### src/cfba_pkg.sv
// ----------------------------------------------------------------------------
// cfba_pkg
// shared types, constants and command codes of the chunked block allocator
// ----------------------------------------------------------------------------
package cfba_pkg;

   localparam int DEF_NUM_CHUNKS = 16;
   localparam int DEF_MAX_BLOCKS = 255;

   localparam int SLOT_PORT_W = 4;
   localparam int BLOCK_W     = 8;
   localparam int STATUS_W    = 2;

   localparam logic [BLOCK_W-1:0] BPC_RESET = 8'd64;

   localparam logic CMD_ALLOC = 1'b0;
   localparam logic CMD_FREE  = 1'b1;

   localparam logic [STATUS_W-1:0] STATUS_OK   = 2'd0;
   localparam logic [STATUS_W-1:0] STATUS_FULL = 2'd1;
   localparam logic [STATUS_W-1:0] STATUS_BAD  = 2'd2;

   localparam int OP_W = 4;
   typedef logic [OP_W-1:0] op_type;

   localparam op_type OP_NOP       = 4'd0;
   localparam op_type OP_CAPTURE   = 4'd1;
   localparam op_type OP_ALLOC_SEL = 4'd2;
   localparam op_type OP_OPEN      = 4'd3;
   localparam op_type OP_FILL_STEP = 4'd4;
   localparam op_type OP_READ      = 4'd5;
   localparam op_type OP_ALLOC_FIN = 4'd6;
   localparam op_type OP_FULL      = 4'd7;
   localparam op_type OP_FREE_BAD  = 4'd8;
   localparam op_type OP_FREE_DO   = 4'd9;

   typedef struct packed {
      op_type op;
   } dp_cmd_type;

   typedef struct packed {
      logic is_free;
      logic free_bad;
      logic alloc_hit;
      logic any_unused;
      logic fill_last;
   } dp_status_type;

endpackage

### src/cfba_ctrl.sv
// ----------------------------------------------------------------------------
// cfba_ctrl
// request sequencer: decides, fills fresh chunks, reads links, loads results
// ----------------------------------------------------------------------------
module cfba_ctrl
   import cfba_pkg::*;
(
   input  logic          clock,
   input  logic          reset,
   input  logic          req_valid,
   output logic          req_ready,
   output logic          rsp_valid,
   input  logic          rsp_ready,
   input  dp_status_type status,
   output dp_cmd_type    cmd
);

   localparam logic [2:0] ST_IDLE   = 3'd0;
   localparam logic [2:0] ST_DECIDE = 3'd1;
   localparam logic [2:0] ST_FILL   = 3'd2;
   localparam logic [2:0] ST_READ   = 3'd3;
   localparam logic [2:0] ST_FIN    = 3'd4;

   logic [2:0] state_ff;
   logic [2:0] state_in;
   logic       rsp_valid_ff;
   logic       rsp_valid_in;
   logic       load;
   logic       out_free;

   assign out_free  = !rsp_valid_ff || rsp_ready;
   assign req_ready = (state_ff == ST_IDLE);
   assign rsp_valid = rsp_valid_ff;

   always_comb begin
      state_in = state_ff;
      cmd.op   = OP_NOP;
      load     = 1'b0;
      unique case (state_ff)
         ST_IDLE: begin
            if (req_valid) begin
               cmd.op   = OP_CAPTURE;
               state_in = ST_DECIDE;
            end
         end
         ST_DECIDE: begin
            if (out_free) begin
               if (status.is_free) begin
                  cmd.op   = status.free_bad ? OP_FREE_BAD : OP_FREE_DO;
                  load     = 1'b1;
                  state_in = ST_IDLE;
               end else if (status.alloc_hit) begin
                  cmd.op   = OP_ALLOC_SEL;
                  state_in = ST_FIN;
               end else if (status.any_unused) begin
                  cmd.op   = OP_OPEN;
                  state_in = ST_FILL;
               end else begin
                  cmd.op   = OP_FULL;
                  load     = 1'b1;
                  state_in = ST_IDLE;
               end
            end
         end
         ST_FILL: begin
            cmd.op = OP_FILL_STEP;
            if (status.fill_last) begin
               state_in = ST_READ;
            end
         end
         ST_READ: begin
            cmd.op   = OP_READ;
            state_in = ST_FIN;
         end
         ST_FIN: begin
            cmd.op   = OP_ALLOC_FIN;
            load     = 1'b1;
            state_in = ST_IDLE;
         end
         default: begin
            state_in = ST_IDLE;
         end
      endcase
   end

   assign rsp_valid_in = load || (rsp_valid_ff && !rsp_ready);

   always_ff @(posedge clock) begin
      if (reset) begin
         state_ff     <= ST_IDLE;
         rsp_valid_ff <= 1'b0;
      end else begin
         state_ff     <= state_in;
         rsp_valid_ff <= rsp_valid_in;
      end
   end

   a_no_overwrite: assert property (@(posedge clock) disable iff (reset)
      (rsp_valid_ff && !rsp_ready) |-> !load)
      else $error("result register loaded while still held");

   a_read_then_finish: assert property (@(posedge clock) disable iff (reset)
      (cmd.op == OP_ALLOC_SEL || cmd.op == OP_READ) |=> (cmd.op == OP_ALLOC_FIN))
      else $error("link read not followed by allocate finish");

endmodule

### config.mk
export PLATFORM = sky130hd
export DESIGN_NAME = cfba_ctrl
export DESIGN_NICKNAME = d
export VERILOG_FILES = /design/src/cfba_pkg.sv /design/src/cfba_ctrl.sv
export SDC_FILE = /design/constraint.sdc
export NUM_CORES = 1
export LEC_CHECK = 0
export BUFFER_PORTS_ARGS = -buffer_cell sky130_fd_sc_hd__buf_2
export CORE_MARGIN = 4
export CORE_UTILIZATION = 25
export DETAILED_ROUTE_END_ITERATION = 8
export HOLD_SLACK_MARGIN = 0.05
export PLACE_DENSITY = 0.52
export SYNTH_ARGS = -nofsm -noshare
export SYNTH_HDL_FRONTEND = slang
export SYNTH_SLANG_ARGS = --single-unit
### constraint.sdc
create_clock -name clock -period 3.05 [get_ports clock]
set_input_delay 0.61 -clock clock [delete_from_list [all_inputs] [get_ports clock]]
set_output_delay 0.61 -clock clock [all_outputs]
set_load 0.02 [all_outputs]
### Word-level counts from Yosys, hierarchy flattened

Index checks and enable logic that the tools add are counted.

* memories: 0
* latch bits: 0
* bits in read-only memories: 0
* input bits: 9
* bits in writable memories: 0
* register bits after elaboration: 4
* output and inout bits: 6
* word-level logic and storage cells: 35

* bitwise gates (word level): 0
* divide/modulo/power cells: 0
* $lt $le $gt $ge: 0
* multipliers: 0
* reductions and logical operators: 7
* equality and inequality tests: 7
* shift operators: 0
* $add $sub $neg: 0
* mux-type cells: 19

Operator list (count)
* 3-bit two-way mux: 7
* 4-bit case mux with 5 select lines: 1
* 3-bit case mux with 4 select lines: 1
* 4-bit two-way mux: 2
* 3-bit by 2-bit equality test with 1-bit output (second input constant): 2
* 1-bit two-way mux: 6
* 2-bit != test (second input constant): 3
* 3-bit by 1-bit equality test with 1-bit output (second input constant): 1
* 3-bit equality test (second input constant): 1
* 3-bit zero test: 1
* 3-bit AND reduction: 1
* 1-bit zero test: 2
* 1-bit logical OR: 2
* 2-bit two-way mux: 1
* 1-bit case mux with 2 select lines: 1
* 1-bit logical AND: 1

### Logic depth before layout (Yosys ltp)

* depth in word-level cells: 6
* mapped depth: 4
* gate-level depth less buffers: 3

### Worst setup path after synthesis

No wires, ideal clock.

* path type: input port to output port
* start point: input port rsp_ready
* end point: output port cmd[3] (netlist bit)
* arrival: 1.325 ns
* required time: 2.440 ns
* path buffers: 0
* stages on the path: 3
* path slack: 1.115 ns
* cell sequence: nand2b_1 nand2_1 nor3_1

RTL lines
* from (decl): line cfba_ctrl.sv:13 `input logic rsp_ready,`
* to (decl): line cfba_ctrl.sv:15 `output dp_cmd_type cmd`

==> run summary <==
TritonCTS built the clock tree. The core footprint is approximately 0.0012 mm^2. For this design the total switching power over the nets is 0.0476 mW. The H-tree depth is 1.

The buffer levels on the longest clock path came out at 2. The peak supply drop came out at 0.000196 V. The endpoint identified for the worst register-to-register timing path is rsp_valid$_SDFF_PP0_. Global routing used roughly 13% of the available met1 tracks. The cell area after synthesis is between 300 and 400 um^2. The warning count from the yosys run came out at 0. The proportion of total power due to net switching is just under 30%. For hold timing, the worst endpoint is state_ff[1]$_SDFFE_PP0P_. The half-perimeter wire length after placement is 579 um.

The total overflow reported by the global router came out at 0. For this run, the post-layout net count is between 60 and 70. The number of pins with negative max-slew slack in the final report is 0. The tree is rooted in a clkbuf_4. STA classifies the critical path endpoint as an output port.

By area, the combinational part of the netlist is dominated by simple AND/OR/NAND/NOR gates. The share of synthesized cell area in full adder, half adder and majority cells is 0%. The total iterations of the first detailed-routing run is 3. The net count after synthesis came out at 50.

The clock latency reported for the late side of the worst-skew pair came out at between 200 and 250 ps. Post-CTS repair changed the size of 0 cells. For this run, global-route usage on met3 was measured as between 7 and 8%.

The total length of routed wires came out at slightly below 800 um. The clock-pin slew on the worst setup and hold paths is roughly 40 ps. In this design, the largest share of critical-path delay is due to flip-flops. The repair_antennas step left the layout with diodes totalling 0. The fraction of final layout cells sized beyond drive strength 1 is approximately two fifths. The critical path goes through and3b_1, a21oi_1, o21ai_1, buf_2.

The flow ran to the end, and the final reports show no timing, DRC or antenna violations. The row count came out at 12. Once the clock tree was built, the setup fixing pass inserted 0 buffers. The path type of the worst setup path is reg2out. The average wire per cell in the routed design came out at approximately 11 um.

In the layout the commonest cells are buf_2 (14), nor2_1 (4), dfxtp_1 (4). Headroom to the max-slew limit came out at between 70% and 80%. The path class of the tightest hold or removal check is in2reg. For this run, the top clock speed supported by timing is around 500 MHz. The vias per cell came out at roughly 4.9. The simple-gate area share of the yosys netlist came out at a little under two fifths. The cell-internal power is roughly 0.12 mW. The total clock buffers created by CTS came out at 3. Power spread over the standard cell area amounts to around 400 mW/mm^2. The width of the die is about 44 um.

Setup violations remaining at the end of the flow were counted as 0. Buffers inserted to repair hold after CTS numbered 0. Global routing consumed, on the met2 layer, 10.3% of the routing resources. The relative contribution of the clock network to total power came out at between 30% and 40%. The longest individual stage delay on the worst path came out at roughly 540 ps. The largest net degree at the start of global routing is 13. The parity-gate share of the synthesized area counting xor and xnor cells came out at 0%. 15 I/O pins were placed. The worst-path cell with the longest stage delay is dfxtp_1. A synthesized cell averages just over 8 um^2.

The layer flagged by global routing as most heavily used is met1. The total negative slack is 0 ps. The worst hold path passes through 2 cells. The final cell count without fillers came out at between 60 and 70.

In this run the vertical extent of the chip is 44.5 um. The slack of the worst reg-to-reg path came out at 1870 ps. The count of unresolved DRC violations after routing came out at 0. The worst hold path begins at reset.

The final hold violation count is 0. In this run the worst path has a maximum fanout of 9. The number of cells on the worst reg-to-reg path is 3. The mux cell area share after synthesis is under 10%. At the worst endpoint, the arrival time is about 1400 ps.

Synthesis handed over a netlist of 41 instances. The required arrival time at the worst endpoint is approximately 2400 ps. The launching point of the worst reg2reg path is state_ff[2]$_SDFFE_PP0P_. The floorplan step defined a die boundary enclosing 0.00198 mm^2. The clock sink count is 4. The leakage power total came out at 0.181 nW. The combinational share of power is 24.5%. The relative area change from synthesis to final layout came out at 24.8%. The sequential share of the synthesized area came out at 24.1%. Setup repair after global routing left no endpoint under its margin. Counting flops and latches in the post-synthesis netlist gives 4. The post-synthesis compound-gate area fraction came out at about a quarter. The sequential cell fraction of total power is a little over a third. The number of port buffers is 14.

In this run, placement finished with an instance count of 66. The library cell used most frequently in the layout, excluding fill and tap cells, is buf_2. The number of antenna violations at the first check in global routing came out at 0. The final clock period utilization by the worst path is around 65%. The via count of the first global-routing pass came out at between 300 and 400.

The effective utilization at floorplan is ~28%. Together, buffers and inverters on the worst path number 1. The overall power of the completed layout is approximately 0.16 mW. The layout filler cell count is 133. The wire length of the first global-routing pass is 1320 um. The total routing usage reported by global routing is 9.22%. The remaining antenna violation count came out at 0. The iteration-0 DRC count of the detailed router came out at 6. The routability-driven placement congestion ratio came out at around 0.75. The worst setup path is launched from a flip-flop. For the final database, setup skew stands at ~0.3 ps.

The number of violations of the max-capacitance limit is 0. The final critical delay including setup and external delays is between 1500 and 2000 ps. The netlist uses 26 different library cells. The total number of vias is approximately 340. The slew at the pin closest to its max-slew limit came out at around 400 ps.
-- worst max path at each step --
stage	slack, ps	start	end	depth (start not counted)
final	1070	state_ff[2]$_SDFFE_PP0P_	cmd[0]	4
after global routing	930	state_ff[0]$_SDFFE_PP0P_	cmd[2]	4
after CTS	1050	state_ff[2]$_SDFFE_PP0P_	cmd[0]	4
after detailed placement	1090	rsp_ready	cmd[1]	5
after global placement	1100	rsp_ready	cmd[1]	5
after floorplan	1110	rsp_ready	cmd[3]	3
-- cell usage after synthesis, drive strengths merged --
library cell  count  area (um^2)
a31oi             2         12.5
nand2b            1         6.26
a211oi            2         20.0
buf               3         27.5
inv               2         7.51
nand3             2         10.0
nor2b             4         35.0
nor4              1         6.26
nor3              2         10.0
nor2              4         15.0
a221oi            1         8.76
and3b             1         8.76
a21oi             2         10.0
o21a              1         7.51
nor3b             1         7.51
dfxtp             4         80.1
and4bb            1         12.5
a2111oi           1         15.0
nand2             3         11.3
mux2              1         11.3
o21ai             2         10.0
-- power by group through the flow --
stage | clock (mW) | combinational (mW) | sequential, mW
2_1_floorplan | 0 | 0.0301 | 0.0578
3_3_place_gp | 0 | 0.0408 | 0.0605
3_5_place_dp | 0 | 0.0405 | 0.0603
4_1_cts | 0.0699 | 0.0407 | 0.0595
5_1_grt | 0.0744 | 0.0453 | 0.0603
6_report | 0.0647 | 0.0404 | 0.0595
-- layer usage --
layer | part of all wire (%) | vias up
met1 | 54 | 144
met3 | 10 | 0
met2 | 36 | 17
li1 | - | 177
met4 | 0 | 0
met5 | 0 | -
-- registers in the layout, indices dropped and copies added (netlist names) --
name and flops:
rsp_valid 1, state_ff 3
-- cell type report --
| cell class | count | area, um^2 | share of cell area (%) |
|---|---|---|---|
| Clock buffer | 3 | 22.5 | 5.42 |
| Inverter | 2 | 7.51 | 1.81 |
| Multi-Input combinational cell | 32 | 218 | 52.4 |
| Sequential cell | 4 | 80.1 | 19.3 |
| Tap cell | 14 | 17.5 | 4.22 |
| Timing Repair Buffer | 14 | 70.1 | 16.9 |
-- kinds of logic after synthesis --
kind of cell / Yosys count
buffers and inverters: 5
flip-flops: 4
AO/OA/AOI/OAI: 11
multiplexers: 1
AND/OR/NAND/NOR: 20
-- stage by stage --
step	worst slack (ps)	hold slack, ps	area (um^2)	util [%]
finish	1070	597	415	35.0
global route	930	588	415	35.0
CTS	1050	587	415	35.0
detailed placement	1090	619	393	33.1
global placement	1100	629	393	33.1
floorplan	1110	517	333	-
Power figures use the tool's default switching activity.
